===== src/design/lpmd_pkg.sv =====
// ----------------------------------------------------------------------------
// lpmd_pkg
// Shared types and constants for the length-prefixed message deframer.
// ----------------------------------------------------------------------------
`default_nettype none

package lpmd_pkg;

    // Input request kinds carried on s_tuser
    localparam logic OP_DATA    = 1'b0;
    localparam logic OP_RESTART = 1'b1;

    // Register indexes (paddr[2])
    localparam logic REG_MAX_PACKET = 1'b0;
    localparam logic REG_CLIENT_ID  = 1'b1;

    localparam logic [31:0] MAX_PACKET_RESET = 32'd8192;
    localparam logic [31:0] HEADER_BYTES     = 32'd6;
    localparam logic [2:0]  LAST_LENGTH_IDX  = 3'd3;
    localparam logic [2:0]  LAST_HEADER_IDX  = 3'd5;

    // Result kinds passed from front to back
    typedef enum logic [1:0] {
        KIND_PAYLOAD,
        KIND_EMPTY,
        KIND_BAD,
        KIND_ABORT
    } lpmd_kind_t;

    // One queued result, before the client tag is attached
    typedef struct packed {
        lpmd_kind_t  kind;
        logic [15:0] msg_type;
        logic [31:0] payload_length;
        logic [7:0]  data_byte;
        logic        last;
    } lpmd_entry_t;

    // Queue status seen by front and back
    typedef struct packed {
        logic full;
        logic empty;
    } lpmd_qstat_t;

endpackage

`default_nettype wire


===== src/design/lpmd_front.sv =====
// ----------------------------------------------------------------------------
// lpmd_front
// Header parser: accepts bytes and restarts, tracks framing state and
// pushes one classified result per request that produces one.
// ----------------------------------------------------------------------------
`default_nettype none

module lpmd_front
    import lpmd_pkg::*;
(
    input  wire logic        clk,
    input  wire logic        rst_n,
    input  wire logic        s_tvalid,
    output logic             s_tready,
    input  wire logic [7:0]  s_tdata,   // [7:0] data
    input  wire logic        s_tuser,   // [0] op
    input  wire logic [31:0] max_packet_size,
    input  wire lpmd_qstat_t qstat,
    output logic             push,
    output lpmd_entry_t      push_entry
);

    logic [2:0]  hdr_idx_reg,    hdr_idx_next;
    logic [31:0] len_reg,        len_next;
    logic [15:0] type_reg,       type_next;
    logic [31:0] remain_reg,     remain_next;
    logic [31:0] plen_reg,       plen_next;
    logic        in_payload_reg, in_payload_next;
    logic        halted_reg,     halted_next;

    logic        accept;
    logic [31:0] full_len;

    assign s_tready = !qstat.full;
    assign accept   = s_tvalid && s_tready;
    assign full_len = {s_tdata, len_reg[23:0]};

    // Advance framing state for each accepted request
    always_comb
    begin
        hdr_idx_next    = hdr_idx_reg;
        len_next        = len_reg;
        type_next       = type_reg;
        remain_next     = remain_reg;
        plen_next       = plen_reg;
        in_payload_next = in_payload_reg;
        halted_next     = halted_reg;
        push            = 1'b0;
        push_entry      = '{kind: KIND_ABORT, msg_type: 16'd0, payload_length: 32'd0,
                            data_byte: 8'd0, last: 1'b0};
        if (accept)
        begin
            if (s_tuser == OP_RESTART)
            begin
                // Clear framer; report a cut message
                push            = !halted_reg && (in_payload_reg || hdr_idx_reg != 3'd0);
                hdr_idx_next    = 3'd0;
                len_next        = 32'd0;
                type_next       = 16'd0;
                remain_next     = 32'd0;
                in_payload_next = 1'b0;
                halted_next     = 1'b0;
            end
            else if (halted_reg)
            begin
                // Drop bytes until restart
            end
            else if (in_payload_reg)
            begin
                push                      = 1'b1;
                push_entry.kind           = KIND_PAYLOAD;
                push_entry.msg_type       = type_reg;
                push_entry.payload_length = plen_reg;
                push_entry.data_byte      = s_tdata;
                push_entry.last           = (remain_reg <= 32'd1);
                if (remain_reg <= 32'd1)
                begin
                    hdr_idx_next    = 3'd0;
                    len_next        = 32'd0;
                    type_next       = 16'd0;
                    remain_next     = 32'd0;
                    in_payload_next = 1'b0;
                end
                else
                begin
                    remain_next = remain_reg - 32'd1;
                end
            end
            else if (hdr_idx_reg <= LAST_LENGTH_IDX)
            begin
                // Collect the little-endian length
                hdr_idx_next = hdr_idx_reg + 3'd1;
                case (hdr_idx_reg[1:0])
                    2'd0:    len_next[7:0]   = s_tdata;
                    2'd1:    len_next[15:8]  = s_tdata;
                    2'd2:    len_next[23:16] = s_tdata;
                    default: len_next[31:24] = s_tdata;
                endcase
                if (hdr_idx_reg == LAST_LENGTH_IDX &&
                    (full_len < HEADER_BYTES || full_len > max_packet_size))
                begin
                    push            = 1'b1;
                    push_entry.kind = KIND_BAD;
                    hdr_idx_next    = 3'd0;
                    len_next        = 32'd0;
                    type_next       = 16'd0;
                    remain_next     = 32'd0;
                    halted_next     = 1'b1;
                end
            end
            else if (hdr_idx_reg != LAST_HEADER_IDX)
            begin
                // Low type byte
                hdr_idx_next   = hdr_idx_reg + 3'd1;
                type_next[7:0] = s_tdata;
            end
            else if (len_reg == HEADER_BYTES)
            begin
                // Header done, message without payload
                push                = 1'b1;
                push_entry.kind     = KIND_EMPTY;
                push_entry.msg_type = {s_tdata, type_reg[7:0]};
                push_entry.last     = 1'b1;
                hdr_idx_next        = 3'd0;
                len_next            = 32'd0;
                type_next           = 16'd0;
                remain_next         = 32'd0;
            end
            else
            begin
                // Header done, enter payload
                hdr_idx_next    = 3'd0;
                type_next       = {s_tdata, type_reg[7:0]};
                remain_next     = len_reg - HEADER_BYTES;
                plen_next       = len_reg - HEADER_BYTES;
                in_payload_next = 1'b1;
            end
        end
    end

    // Hold framing state
    always_ff @(posedge clk or negedge rst_n)
    begin
        if (!rst_n)
        begin
            hdr_idx_reg    <= 3'd0;
            len_reg        <= 32'd0;
            type_reg       <= 16'd0;
            remain_reg     <= 32'd0;
            in_payload_reg <= 1'b0;
            halted_reg     <= 1'b0;
        end
        else
        begin
            hdr_idx_reg    <= hdr_idx_next;
            len_reg        <= len_next;
            type_reg       <= type_next;
            remain_reg     <= remain_next;
            in_payload_reg <= in_payload_next;
            halted_reg     <= halted_next;
        end
    end

    always_ff @(posedge clk)
    begin
        plen_reg <= plen_next;
    end

    a_halted_idle: assert property (@(posedge clk) disable iff (!rst_n)
        halted_reg |-> (!in_payload_reg && hdr_idx_reg == 3'd0))
        else $error("halted while framing");

    a_payload_nonzero: assert property (@(posedge clk) disable iff (!rst_n)
        in_payload_reg |-> (remain_reg != 32'd0 && hdr_idx_reg == 3'd0))
        else $error("payload state without remaining bytes");

    a_no_push_full: assert property (@(posedge clk) disable iff (!rst_n)
        qstat.full |-> !push)
        else $error("push into full queue");

    a_halt_after_bad: assert property (@(posedge clk) disable iff (!rst_n)
        (push && push_entry.kind == KIND_BAD) |=> halted_reg)
        else $error("bad length did not halt");

endmodule

`default_nettype wire


===== src/design/lpmd_queue.sv =====
// ----------------------------------------------------------------------------
// lpmd_queue
// Two-entry result queue between the header parser and the output stage.
// ----------------------------------------------------------------------------
`default_nettype none

module lpmd_queue
    import lpmd_pkg::*;
(
    input  wire logic        clk,
    input  wire logic        rst_n,
    input  wire logic        push,
    input  wire lpmd_entry_t push_entry,
    input  wire logic        pop,
    output lpmd_entry_t      head,
    output lpmd_qstat_t      qstat
);

    lpmd_entry_t slot_reg [2];
    logic        wr_ptr_reg, wr_ptr_next;
    logic        rd_ptr_reg, rd_ptr_next;
    logic [1:0]  count_reg,  count_next;

    assign head        = slot_reg[rd_ptr_reg];
    assign qstat.full  = (count_reg == 2'd2);
    assign qstat.empty = (count_reg == 2'd0);

    // Advance pointers and occupancy
    always_comb
    begin
        wr_ptr_next = push ? !wr_ptr_reg : wr_ptr_reg;
        rd_ptr_next = pop  ? !rd_ptr_reg : rd_ptr_reg;
        count_next  = count_reg + {1'b0, push} - {1'b0, pop};
    end

    always_ff @(posedge clk or negedge rst_n)
    begin
        if (!rst_n)
        begin
            wr_ptr_reg <= 1'b0;
            rd_ptr_reg <= 1'b0;
            count_reg  <= 2'd0;
        end
        else
        begin
            wr_ptr_reg <= wr_ptr_next;
            rd_ptr_reg <= rd_ptr_next;
            count_reg  <= count_next;
        end
    end

    // Store pushed entries
    always_ff @(posedge clk)
    begin
        if (push)
        begin
            slot_reg[wr_ptr_reg] <= push_entry;
        end
    end

    a_no_underflow: assert property (@(posedge clk) disable iff (!rst_n)
        qstat.empty |-> !pop)
        else $error("pop from empty queue");

    a_ptr_count: assert property (@(posedge clk) disable iff (!rst_n)
        (count_reg == 2'd1) |-> (wr_ptr_reg != rd_ptr_reg))
        else $error("queue pointers disagree with count");

    a_count_range: assert property (@(posedge clk) disable iff (!rst_n)
        count_reg != 2'd3)
        else $error("queue count overflow");

endmodule

`default_nettype wire


===== src/design/lpmd_back.sv =====
// ----------------------------------------------------------------------------
// lpmd_back
// Output stage: pops queued results, tags them with the client id and
// holds them on the master stream until taken.
// ----------------------------------------------------------------------------
`default_nettype none

module lpmd_back
    import lpmd_pkg::*;
(
    input  wire logic        clk,
    input  wire logic        rst_n,
    input  wire logic [31:0] client_id,
    input  wire lpmd_entry_t head,
    input  wire lpmd_qstat_t qstat,
    output logic             pop,
    output logic             m_tvalid,
    input  wire logic        m_tready,
    output logic [87:0]      m_tdata,   // [31:0] client_tag, [47:32] msg_type,
                                        // [79:48] payload_length, [87:80] data_byte
    output logic [2:0]       m_tuser,   // [0] has_byte, [1] bad_length, [2] aborted
    output logic             m_tlast    // last
);

    logic        vld_reg,  vld_next;
    logic [87:0] data_reg, data_next;
    logic [2:0]  user_reg, user_next;
    logic        last_reg, last_next;

    assign pop      = !qstat.empty && (!vld_reg || m_tready);
    assign m_tvalid = vld_reg;
    assign m_tdata  = data_reg;
    assign m_tuser  = user_reg;
    assign m_tlast  = last_reg;

    // Load the next result when the output register frees up
    always_comb
    begin
        vld_next  = vld_reg;
        data_next = data_reg;
        user_next = user_reg;
        last_next = last_reg;
        if (vld_reg && m_tready)
        begin
            vld_next = 1'b0;
        end
        if (pop)
        begin
            vld_next  = 1'b1;
            data_next = {head.data_byte, head.payload_length, head.msg_type, client_id};
            last_next = head.last;
            case (head.kind)
                KIND_PAYLOAD: user_next = 3'b001;
                KIND_EMPTY:   user_next = 3'b000;
                KIND_BAD:     user_next = 3'b010;
                KIND_ABORT:   user_next = 3'b100;
                default:      user_next = 3'b000;
            endcase
        end
    end

    always_ff @(posedge clk or negedge rst_n)
    begin
        if (!rst_n)
        begin
            vld_reg <= 1'b0;
        end
        else
        begin
            vld_reg <= vld_next;
        end
    end

    always_ff @(posedge clk)
    begin
        data_reg <= data_next;
        user_reg <= user_next;
        last_reg <= last_next;
    end

    a_flags_onehot: assert property (@(posedge clk) disable iff (!rst_n)
        m_tvalid |-> $onehot0(m_tuser))
        else $error("more than one result flag set");

    a_event_fields: assert property (@(posedge clk) disable iff (!rst_n)
        (m_tvalid && (m_tuser[1] || m_tuser[2])) |-> (m_tdata[87:32] == 56'd0 && !m_tlast))
        else $error("event result carries message fields");

    a_load_fields: assert property (@(posedge clk) disable iff (!rst_n)
        (pop && head.kind == KIND_PAYLOAD) |=> (m_tuser[0] && m_tdata[87:80] == $past(head.data_byte)))
        else $error("payload byte not loaded");

endmodule

`default_nettype wire


===== src/design/length_prefixed_message_deframer.sv =====
// ----------------------------------------------------------------------------
// length_prefixed_message_deframer
// Splits a byte stream into length-prefixed messages and delivers payload
// bytes tagged with client id, type, payload length and last mark.
// ----------------------------------------------------------------------------
//
//  Channel   Direction  Handshake                    Content
//  s_*       in         s_tvalid / s_tready          tdata byte, tuser op
//  m_*       out        m_tvalid / m_tready          tag, type, length, byte, flags
//  APB       in         psel & penable & pwrite      max_packet_size, client_id
//
//  One input request per cycle while s_tready is high; the parser decides
//  combinationally, and each result is registered in the queue and then in the
//  output register before it is on m_*. The two-entry queue plus the output
//  register let input continue while m_tready is low; s_tready drops only once
//  the queue holds two results. Reset clears the framing state apart from the
//  parser's payload length copy; max_packet_size goes to 8192 and client_id to 0.
// ----------------------------------------------------------------------------
`default_nettype none

module length_prefixed_message_deframer
    import lpmd_pkg::*;
(
    input  wire logic        clk,
    input  wire logic        rst_n,
    input  wire logic        s_tvalid,
    output logic             s_tready,
    input  wire logic [7:0]  s_tdata,   // [7:0] data
    input  wire logic        s_tuser,   // [0] op
    output logic             m_tvalid,
    input  wire logic        m_tready,
    output logic [87:0]      m_tdata,   // [31:0] client_tag, [47:32] msg_type,
                                        // [79:48] payload_length, [87:80] data_byte
    output logic [2:0]       m_tuser,   // [0] has_byte, [1] bad_length, [2] aborted
    output logic             m_tlast,   // last
    input  wire logic        psel,
    input  wire logic        penable,
    input  wire logic        pwrite,
    input  wire logic [2:0]  paddr,
    input  wire logic [31:0] pwdata,
    output logic [31:0]      prdata,
    output logic             pready
);

    logic [31:0] max_pkt_reg, max_pkt_next;
    logic [31:0] client_reg,  client_next;
    logic        cfg_wr;

    logic        push;
    logic        pop;
    lpmd_entry_t push_entry;
    lpmd_entry_t head;
    lpmd_qstat_t qstat;

    assign pready = 1'b1;
    assign cfg_wr = psel && penable && pwrite && pready;

    // Register writes
    always_comb
    begin
        max_pkt_next = max_pkt_reg;
        client_next  = client_reg;
        if (cfg_wr)
        begin
            case (paddr[2])
                REG_MAX_PACKET: max_pkt_next = pwdata;
                REG_CLIENT_ID:  client_next  = pwdata;
                default:        max_pkt_next = max_pkt_reg;
            endcase
        end
    end

    // Register reads
    always_comb
    begin
        case (paddr[2])
            REG_MAX_PACKET: prdata = max_pkt_reg;
            REG_CLIENT_ID:  prdata = client_reg;
            default:        prdata = 32'd0;
        endcase
    end

    always_ff @(posedge clk or negedge rst_n)
    begin
        if (!rst_n)
        begin
            max_pkt_reg <= MAX_PACKET_RESET;
            client_reg  <= 32'd0;
        end
        else
        begin
            max_pkt_reg <= max_pkt_next;
            client_reg  <= client_next;
        end
    end

    lpmd_front u_front (
        .clk             (clk),
        .rst_n           (rst_n),
        .s_tvalid        (s_tvalid),
        .s_tready        (s_tready),
        .s_tdata         (s_tdata),
        .s_tuser         (s_tuser),
        .max_packet_size (max_pkt_reg),
        .qstat           (qstat),
        .push            (push),
        .push_entry      (push_entry)
    );

    lpmd_queue u_queue (
        .clk        (clk),
        .rst_n      (rst_n),
        .push       (push),
        .push_entry (push_entry),
        .pop        (pop),
        .head       (head),
        .qstat      (qstat)
    );

    lpmd_back u_back (
        .clk       (clk),
        .rst_n     (rst_n),
        .client_id (client_reg),
        .head      (head),
        .qstat     (qstat),
        .pop       (pop),
        .m_tvalid  (m_tvalid),
        .m_tready  (m_tready),
        .m_tdata   (m_tdata),
        .m_tuser   (m_tuser),
        .m_tlast   (m_tlast)
    );

endmodule

`default_nettype wire

===== config.mk =====
export PLATFORM = sky130hd
export DESIGN_NAME = length_prefixed_message_deframer
export DESIGN_NICKNAME = d
export VERILOG_FILES = /design/src/design/lpmd_pkg.sv /design/src/design/lpmd_front.sv /design/src/design/lpmd_queue.sv /design/src/design/lpmd_back.sv /design/src/design/length_prefixed_message_deframer.sv
export SDC_FILE = /design/constraint.sdc
export NUM_CORES = 1
export LEC_CHECK = 0
export ABC_AREA = 1
export ABC_CLOCK_PERIOD_IN_PS = 5100
export BUFFER_PORTS_ARGS = -buffer_cell sky130_fd_sc_hd__buf_2
export CAP_MARGIN = 20
export CORE_UTILIZATION = 44
export DETAILED_ROUTE_END_ITERATION = 8
export SYNTH_ARGS = -nofsm -noshare
export SYNTH_HDL_FRONTEND = slang
export SYNTH_HIERARCHICAL = 1
export SYNTH_SLANG_ARGS = --single-unit

===== constraint.sdc =====
create_clock -name clk -period 5.1 [get_ports clk]
set_input_delay 0.765 -clock clk [delete_from_list [all_inputs] [get_ports clk]]
set_output_delay 0.765 -clock clk [all_outputs]
set_load 0.01 [all_outputs]

Word-level counts from Yosys, hierarchy flattened

Memory sizes are Yosys's and may differ from the RTL's.
Cells that the tools add are included.

Register bits: 278
Memory bits (writable): 118
Input port bits: 51
Logic and storage cells: 163
Memories: 1

$add $sub $neg: 5
$lt $le $gt $ge: 4
Eq/ne operators: 17
Muxes and demuxes: 73
Bitwise logic cells: 7
Reduce and logical (&&, ||, !) cells: 36

Memories:

| name             | depth | width | read ports | clocked after memory_dff | write ports | RTL line         | source |
|---|---|---|---|---|---|---|---|
| u_queue.slot_reg | 2     | 59    | 1          | 0                        | 1           | lpmd_queue.sv:19 | `lpmd_entry_t slot_reg [2];` |

Operator list:

| operator                | count |
|---|---|
| $mux W32                | 16 |
| $mux W59                | 3 |
| $mux W16                | 8 |
| $pmux W32 S2            | 1 |
| $mux W18                | 3 |
| $mux W8                 | 6 |
| $mux W40                | 1 |
| $eq A32 B3 Y1 const B   | 1 |
| $gt A32 B32 Y1          | 1 |
| $le A32 B1 Y1 const B   | 1 |
| $lt A32 B3 Y1 const B   | 1 |
| $sub A32 B1 Y32 const B | 1 |
| $sub A32 B3 Y32 const B | 1 |
| $mux W1                 | 26 |
| $reduce_and A6 Y1       | 4 |
| $mux W3                 | 7 |
| $ne A5 B4 Y1 const B    | 4 |
| $pmux W3 S4             | 1 |
| $reduce_and A5 Y1       | 2 |
| $eq A2 B2 Y1 const B    | 4 |
| $logic_and A1 B1 Y1     | 7 |
| $not A1 Y1              | 7 |
| $reduce_and A7 Y1       | 1 |
| $logic_not A1 Y1        | 6 |
| 21 further kinds        | 29 |

Depth between registers and ports, before layout

Gate-level depths: netlist (run 1).

Word-level depth: 11
Depth in mapped cells: 21
Gate-level depth less buffers: 21

Modules after synthesis

Netlist (run 1), hierarchy kept.

Modules (own cells, without submodules):

| module                           | instances | cells each | area each (um^2) |
|---|---|---|---|
| lpmd_front                       | 1         | 1,115      | 8,161.6 |
| lpmd_queue                       | 1         | 333        | 4,585.6 |
| length_prefixed_message_deframer | 1         | 386        | 3,019.1 |
| lpmd_back                        | 1         | 102        | 2,829.0 |

Least setup slack after synthesis (run 1)

Ideal clock, no wire load.

Path kind: input to register
Start point: input port s_tdata[7]
End point: memory u_queue/slot_reg[0][0] (netlist bit) (enable)
Library setup time: 476 ps
Arrival: 4,588 ps
Required time: 4,624 ps
Slack: 36 ps
Stages: 13
Buffers on the path: 0
Cells stage by stage: ha_1 -> nand2_1 -> nor2_1 -> nand2_1 -> nor2_1 -> nand2_1 -> nand2_1 -> nand2_1 -> nand2_1 -> nand2_4 -> a21oi_1 -> inv_1 -> nor2_1

Cells in the longest elaborated chain, start to end: 11
Elaborated cells on any way between the ends: 12

Ends and longest elaborated chain:

| what                                            | RTL line                               | source |
|---|---|---|
| from (decl)                                     | length_prefixed_message_deframer.sv:28 | `input wire logic [7:0] s_tdata,` |
| $lt A32 B3 Y1 or $gt A32 B32 Y1 (tied branches) | lpmd_front.sv:100                      | `(full_len < HEADER_BYTES \|\| full_len > max_packet_size))` |
| $logic_or A1 B1 Y1 *                            | lpmd_front.sv:100                      |  |
| $logic_and A1 B1 Y1 *                           | lpmd_front.sv:99                       | `if (hdr_idx_reg == LAST_LENGTH_IDX &&` |
| $mux W1 *                                       | lpmd_front.sv:99                       |  |
| $mux W1 *                                       | lpmd_front.sv:89                       | `else if (hdr_idx_reg <= LAST_LENGTH_IDX)` |
| $mux W1 *                                       | lpmd_front.sv:68                       | `else if (in_payload_reg)` |
| $mux W1 *                                       | lpmd_front.sv:64                       | `else if (halted_reg)` |
| $mux W1 *                                       | lpmd_front.sv:53                       | `if (s_tuser == OP_RESTART)` |
| $mux W1 *                                       | lpmd_front.sv:51                       | `if (accept)` |
| net push                                        | length_prefixed_message_deframer.sv:49 | `logic push;` |
| $mux W1 *                                       | lpmd_queue.sv:55                       | `if (push)` |
| $mux W1 (not written as such) *                 | lpmd_queue.sv:57                       | `slot_reg[wr_ptr_reg] <= push_entry;` |
| to (decl)                                       | lpmd_queue.sv:19                       |  |

The timed path passes the listed nets; every way through them passes the cells marked *.

Worst setup path in the final report (run 1)

Start point: register u_front.len_reg[1]
End point: memory u_queue/slot_reg[0][30] (netlist bit) (enable)

Cells in the longest elaborated chain, start to end: 11
Elaborated cells on any way between the ends: 15

Ends and longest elaborated chain:

| what                                            | RTL line                               | source |
|---|---|---|
| from (decl)                                     | lpmd_front.sv:24                       | `logic [31:0] len_reg, len_next;` |
| from (signal assigned)                          | lpmd_front.sv:156                      | `len_reg <= len_next;` |
| $lt A32 B3 Y1 or $gt A32 B32 Y1 (tied branches) | lpmd_front.sv:100                      |  |
| $logic_or A1 B1 Y1                              | lpmd_front.sv:100                      |  |
| $logic_and A1 B1 Y1                             | lpmd_front.sv:99                       |  |
| $mux W1                                         | lpmd_front.sv:99                       |  |
| $mux W1 *                                       | lpmd_front.sv:89                       |  |
| $mux W1 *                                       | lpmd_front.sv:68                       |  |
| $mux W1 *                                       | lpmd_front.sv:64                       |  |
| $mux W1 *                                       | lpmd_front.sv:53                       |  |
| $mux W1 *                                       | lpmd_front.sv:51                       |  |
| net push                                        | length_prefixed_message_deframer.sv:49 |  |
| $mux W1 *                                       | lpmd_queue.sv:55                       |  |
| $mux W1 (not written as such) *                 | lpmd_queue.sv:57                       |  |

Marks and branches as above.

==> results.toml, run 1 <==
[status]
status = "complete, no violations"

[place]
place_hpwl_mm = 29.3
dp.cells = 2574
dp_slack_ns = 1.47
port_buffers = 174
routabilityCongestion = 0.909

[detailed_routing]
drt_iter0_drc = 863
drt_pass1_iterations = 5
vias = 13500
wirelength_mm = 43.0
via_per_inst = 5.09
drcViolationCount = 0
wire_per_inst_um = 16.2
postRouteAntennaNets = 0

[synthesis]
syn_area_mm2 = 0.0186
yosys.area.top_type = "edfxtp_1"
syn_nets = 2029
async_flop_share_pct = 38.9
synth-seq-cells = 396
yosysTopAreaCellShare_pct = 39.1
synth_edf_count = 242
synthTopCellsByArea = "edfxtp_1 39%, dfrtp_1 21%, nand2_1 13%"
synth.avg_cell_area_um2 = 9.61
yosys_warnings = 6
ys_types = 47
synthCells = 1936
yosys_most_used_dff = "edfxtp_1"
yosysSeqAreaShare_pct = 59.8

[cts]
clock_sinks = 396
insertion_delay_ns = 0.56
cts_tree = "built"
cts_root_buf = "clkbuf_16"
numCtsBuffers = 43
postCtsSetupBuffers = 0
clkTransAtPathRegs_ns = 0.06
hold_buffers = 0
ctsResizeCount = 0
cts_buffer_depth = 3
htreeDepth = 2

[sta]
clock_skew_ns = 0.0169
rsz0062_at_grt = "no"
fmaxAchievable_ghz = 0.304
fin_crit_sh_pct = 64.6
final-setup-viol-count = 0
timing.final.ws_setup_ns = 1.81
drv_slew = 0
period_minus_slack_ns = 3.29
relSlewSlack_pct = 31.2
worst_pin_slew_ns = 1.03
hold_violations = 0
fin_tns_setup_ns = 0

[floorplan]
die_y_um = 208
core_area_mm2 = 0.0413
ioPinCount = 178
die_area_mm2 = 0.0431
start_util_pct = 45.0
die_x_um = 208
rows = 74

[power]
total_power_mw = 14.1
peakVddDrop_mv = 0.402
cellLeakagePower_nw = 9.87
p_per_area_mw_per_mm2 = 665

[worst_setup_path]
startpoint = "u_front/len_reg[1]"
worstPathRequired_ns = 5.33
critPathKind = "reg -> reg"
crit_arrival_ns = 3.52
worstSetupStartpointType = "flop"
crit_fanout = 59
rr_startpoint = "u_front/len_reg[1]"
end_kind = "flop"

[final_layout]
final-seq-area_mm2 = 0.0111
multi_input_area_mm2 = 0.00619
largest_register_ffs = 118
stdcell_count = 2653
drive_gt1_share_pct = 13.9
fillers = 3761
n_antenna_cell = 0
nets = 2180
area_delta_synth_final_pct = 13.9

[global_route]
grt.total_usage_pct = 20.2
grt_pass1_wl_mm = 69.1
grt_pass1_vias = 12700
grt_overflow = 0
grt_start_max_net_pins = 69
grt_antenna_before_repair = 1

[job]
cap_violations = 0

[min_path]
hold_path.class = "in -> async"
-- cell usage in the layout (no fill, tap or decap), drive strengths merged, types with 3 or more instances in the layout --
| cell type | synthesis | layout |
|---|---|---|
| inv | 202 | 205 |
| o21ai | 97 | 97 |
| bufinv | 0 | 3 |
| nand3 | 116 | 116 |
| xor2 | 29 | 29 |
| nor3b | 33 | 33 |
| xnor2 | 20 | 20 |
| nand4 | 77 | 77 |
| nand2 | 641 | 641 |
| a21oi | 25 | 25 |
| nor2 | 119 | 119 |
| buf | 54 | 193 |
| dfrtp | 153 | 153 |
| edfxtp | 242 | 242 |
| ha | 42 | 42 |
| clkbuf | 33 | 60 |
| nor4 | 11 | 11 |
| clkinv | 4 | 17 |
| nor3 | 23 | 23 |
-- where the power goes --
part           internal (mW)  switching, mW  total (mW)  leakage (nW)
clock                   1.79           1.26        3.05         0.680
combinational           1.77           4.02        5.80          4.85
sequential              4.64          0.603        5.24          4.34
total                   8.21           5.89        14.1          9.87
-- critical path: stages (launching register included) --
cell and delay [ns]:
dfrtp_1 0.47, ha_1 0.27, inv_1 0.08, nor4_1 0.27, nand4_1 0.20, nor3_2 0.61
nor3_1 0.09, a21oi_1 0.36, inv_1 0.13, nor2_4 0.12, buf_12 0.29
-- worst paths after layout --
check / to / slack [ns] / cells past startpoint
max in group asynchronous: client_reg[21] / 3.79 / 2
hold reg to reg: u_back/m_tdata[14] / 0.46 / 0
hold / removal: client_reg[3] / 0.20 / 1
min in group clk: client_reg[2] / 0.45 / 3
setup / recovery: u_queue/slot_reg[0][30] / 1.81 / 10
setup reg to reg: u_queue/slot_reg[0][30] / 1.81 / 10
-- metal layers --
layer	vias to the layer above	global-route usage (%)	wire length, µm
met5	-	0	17
met1	6301	28.0	19600
met2	443	30.9	18900
li1	6676	-	-
met4	2	8.88	1590
met3	84	3.84	2890
-- cells by family (layout without fill, tap and decap cells) --
family / after synthesis / in the layout / synth area share (%)
AOI/OAI and AO/OA: 132 / 132 / 3.77
xor gates and xnor gates: 49 / 49 / 2.31
adders and majority gates: 42 / 42 / 2.83
buffers and inverters: 293 / 478 / 7.02
DFF: 396 / 396 / 59.8
other: 1 / 1 / 0.0202
and+or+nand+nor: 1023 / 1023 / 24.2
-- cell type report --
cell class	instances	share of cell area, %
clock buffer	60	5.62
clock inverter	19	0.921
inverter	206	3.65
multi-input combinational	1247	29.2
sequential	396	52.5
tap	532	3.14
timing repair buffer	193	4.93
-- through the flow --
step	utilization, %	hold slack (ns)	cell area, µm²
after global placement	47.9	0.454	19800
after CTS	51.3	0.209	21200
after global routing	51.3	0.239	21200
after detailed placement	47.9	0.459	19800
after floorplan	-	0.442	18600
final	51.3	0.203	21200
-- Yosys cell counts (2+ instances only) --
library cell / count
buf_6: 18
nand2_2: 4
dfrtp_1: 153
o31ai_1: 2
clkinv_1: 4
a21oi_1: 24
inv_2: 3
nor3_1: 21
ha_1: 42
nand4_1: 77
xnor2_1: 20
xor2_1: 29
o21ai_2: 2
nor2_8: 2
clkbuf_1: 25
buf_1: 4
nor2_1: 104
o21ai_1: 69
o21ai_0: 26
nor3b_1: 33
nand3_2: 2
nor2_2: 11
nand2_4: 3
edfxtp_1: 242
buf_2: 24
clkbuf_2: 8
nand3_1: 113
nand2_1: 634
nor3_2: 2
nor2_4: 2
nor4_1: 11
buf_4: 8
nand3b_1: 2
inv_1: 199
(Power assumes the default switching activity.)
==> run 2, diff against run 1 <==
--- a/config.mk
+++ b/config.mk
@@ -5,8 +5,8 @@
 export SDC_FILE = /design/constraint.sdc
 export NUM_CORES = 1
 export LEC_CHECK = 0
-export ABC_AREA = 1
-export ABC_CLOCK_PERIOD_IN_PS = 5100
+export ABC_AREA = 0
+export ABC_CLOCK_PERIOD_IN_PS = 3400
 export BUFFER_PORTS_ARGS = -buffer_cell sky130_fd_sc_hd__buf_2
 export CAP_MARGIN = 20
 export CORE_UTILIZATION = 44
==> constraint.sdc (replaced) <==
create_clock -name clk -period 3.4 [get_ports clk]
set_input_delay 0.51 -clock clk [delete_from_list [all_inputs] [get_ports clk]]
set_output_delay 0.51 -clock clk [all_outputs]
set_load 0.01 [all_outputs]
==> run 2 against run 1 <==
Against the previous run:
- synthesized cell count down 32%
- cell count is 18% lower
- sequential share of layout area down 1.2 points
- die area is 3.2% lower
- first-iteration DRC count down 26%
- maximum frequency rose by 1.1%
- non-clock buffer count rose by 105
- clock skew is 0.0033 ns higher
- synthesized area fell by 3.2%
- flip-flop and latch count unchanged
==> results.toml, run 2 <==
[status]
status = "complete, no violations"

[synthesis]
synth_top_family_by_area = "multiplexers"
synthTopCellsByArea = "edfxtp_1 40%, dfrtp_1 21%, mux2_4 7.4%"
synth_compound_area_share_pct = 8.00
async_flop_share_pct = 38.9
yosysTopAreaCellShare_pct = 40.4
synth_xor_area_share_pct = 1.74
synthCells = 1313
synth_common_cells = "242 x edfxtp_1, 153 x dfrtp_1, 126 x inv_1"
synthAdderAreaFrac_pct = 2.92
synth_simple_gate_area_share_pct = 8.43
yosys.area.top_type = "edfxtp_1"
muxShareOfSynthArea_pct = 12.6
syn_nets = 1406
ys_types = 77
yosys_warnings = 6
synth_edf_count = 242
yosys_most_used_dff = "edfxtp_1"
yosysMostFrequentCell = "edfxtp_1"
syn_area_mm2 = 0.0180
synth-seq-cells = 396
yosysSeqAreaShare_pct = 61.8
synth.avg_cell_area_um2 = 13.7

[place]
dp.cells = 2086
place_area_mm2 = 0.0203
place_hpwl_mm = 29.7
port_buffers = 174
routabilityCongestion = 0.922
dp_slack_ns = -0.110

[sta]
fmaxAchievable_ghz = 0.307
fin_crit_sh_pct = 95.8
fin_tns_setup_ns = 0
drv_slew = 0
period_minus_slack_ns = 3.26
rsz0062_at_grt = "no"
final-setup-viol-count = 0
clock_skew_ns = 0.0202
hold_violations = 0
worst_pin_slew_ns = 0.946
relSlewSlack_pct = 36.9
timing.final.ws_setup_ns = 0.142

[detailed_routing]
drt_iter0_drc = 638
via_per_inst = 5.29
drcViolationCount = 0
vias = 11400
drt_pass1_iterations = 5
wirelength_mm = 41.6
wire_per_inst_um = 19.2
postRouteAntennaNets = 0

[floorplan]
start_util_pct = 45.0
die_x_um = 204
core_area_mm2 = 0.0400
rows = 73
ioPinCount = 178
die_y_um = 204
die_area_mm2 = 0.0417

[final_layout]
mostFrequentLayoutCell = "edfxtp_1"
fillers = 3413
largest_register_ffs = 118
area_delta_synth_final_pct = 20.5
nets = 1699
stdcell_count = 2164
final_cell_mix = "242 x edfxtp_1, 173 x buf_2, 152 x dfrtp_1"
n_antenna_cell = 0
drive_gt1_share_pct = 33.4
stdcell_area_mm2 = 0.0217

[power]
cellLeakagePower_nw = 9.20
total_power_mw = 20.8
p_per_area_mw_per_mm2 = 960
peakVddDrop_mv = 0.526

[cts]
clock_sinks = 396
hold_buffers = 0
numCtsBuffers = 42
clkTransAtPathRegs_ns = 0.06
htreeDepth = 2
cts_root_buf = "clkbuf_16"
cts_tree = "built"
insertion_delay_ns = 0.57
cts_buffer_depth = 3

[worst_setup_path]
end_kind = "flop"
crit_arrival_ns = 3.71
critPathKind = "reg -> reg"
crit_fanout = 8
worstSetupStartpointType = "flop"
worstPathRequired_ns = 3.86

[job]
cap_violations = 0

[global_route]
grt_antenna_before_repair = 0
grt.total_usage_pct = 20.5
grt_pass1_wl_mm = 65.9
grt_start_max_net_pins = 94
grt_overflow = 0
grt_pass1_vias = 11600

[min_path]
hold_path.class = "in -> async"
[run 2: changes by cell type after synthesis, moves of 57 or more]
cell | before | now
inv_1 | 199 | 126
o21ai_1 | 69 | 5
nor2_1 | 104 | 47
mux2_4 | 0 | 89
nand3_1 | 113 | 40
nand2_1 | 634 | 56
mux2_2 | 0 | 66
nand4_1 | 77 | 18
[run 2: report_power, final]
group          switching [mW]  internal, mW
clock                    1.87          2.50
sequential              0.723          6.92
combinational            5.15          3.66
total                    7.74          13.1
[run 2: area by class of cell]
class                           count  area [µm²]  area share (%)
Sequential cell                   396       11100            51.3
Multi-Input combinational cell    741        6180            28.5
Timing Repair Buffer              298        1930            8.91
Clock buffer                       63        1220            5.64
Tap cell                          525         657            3.03
Inverter                          127         477            2.20
Clock inverter                     14        92.6           0.427
[run 2: kinds of logic after synthesis]
group | count (synthesis)
AO/OA/AOI/OAI | 206
XOR/XNOR | 34
adder cells (fa/ha/maj) | 42
buffers and inverters | 176
flip-flops | 396
multiplexers | 174
other | 1
AND/OR/NAND/NOR | 284
[run 2: final timing paths]
kind / start / to / slack [ns] / depth (start not counted)
max: u_front/remain_reg[14] / u_front/len_reg[7] / 0.14 / 7
min: rst_n / client_reg[9] / 0.02 / 1
max reg2reg: u_front/remain_reg[14] / u_front/len_reg[7] / 0.14 / 7
min reg2reg: client_reg[30] / u_back/m_tdata[30] / 0.46 / 0
max in group asynchronous: rst_n / u_front/remain_reg[23] / 2.54 / 2
min in group clk: m_tready / u_back/m_tvalid / 0.14 / 2
[run 2: worst max-delay path: stages, from the launching register on]
cell     delay (ns)
dfrtp_1        0.42
or4_1          0.58
or3_1          0.41
o41ai_2        0.46
or2b_2         0.27
and4_1         0.32
nand3_1        0.32
o22ai_1        0.35
[run 2: timing repair]
action | 4_1_cts | 5_1_grt
gates resized for setup | 2 | 4
pin swaps | 0 | 3
buffers inserted | 0 | 1
setup endpoints to repair | 103 | 120
[run 2: per-layer routing]
metal	GRT usage (%)	wire [µm]
met2	31.7	18800
met4	7.73	1500
met5	0	0
met1	27.8	18600
met3	5.04	2690
[run 2: through the flow]
stage,hold WS (ns),utilization [%]
6_report,0.0236,54.2
5_1_grt,0.0946,54.2
4_1_cts,0.0610,54.2
3_5_place_dp,0.449,50.8
3_3_place_gp,0.442,50.8
2_1_floorplan,0.214,-
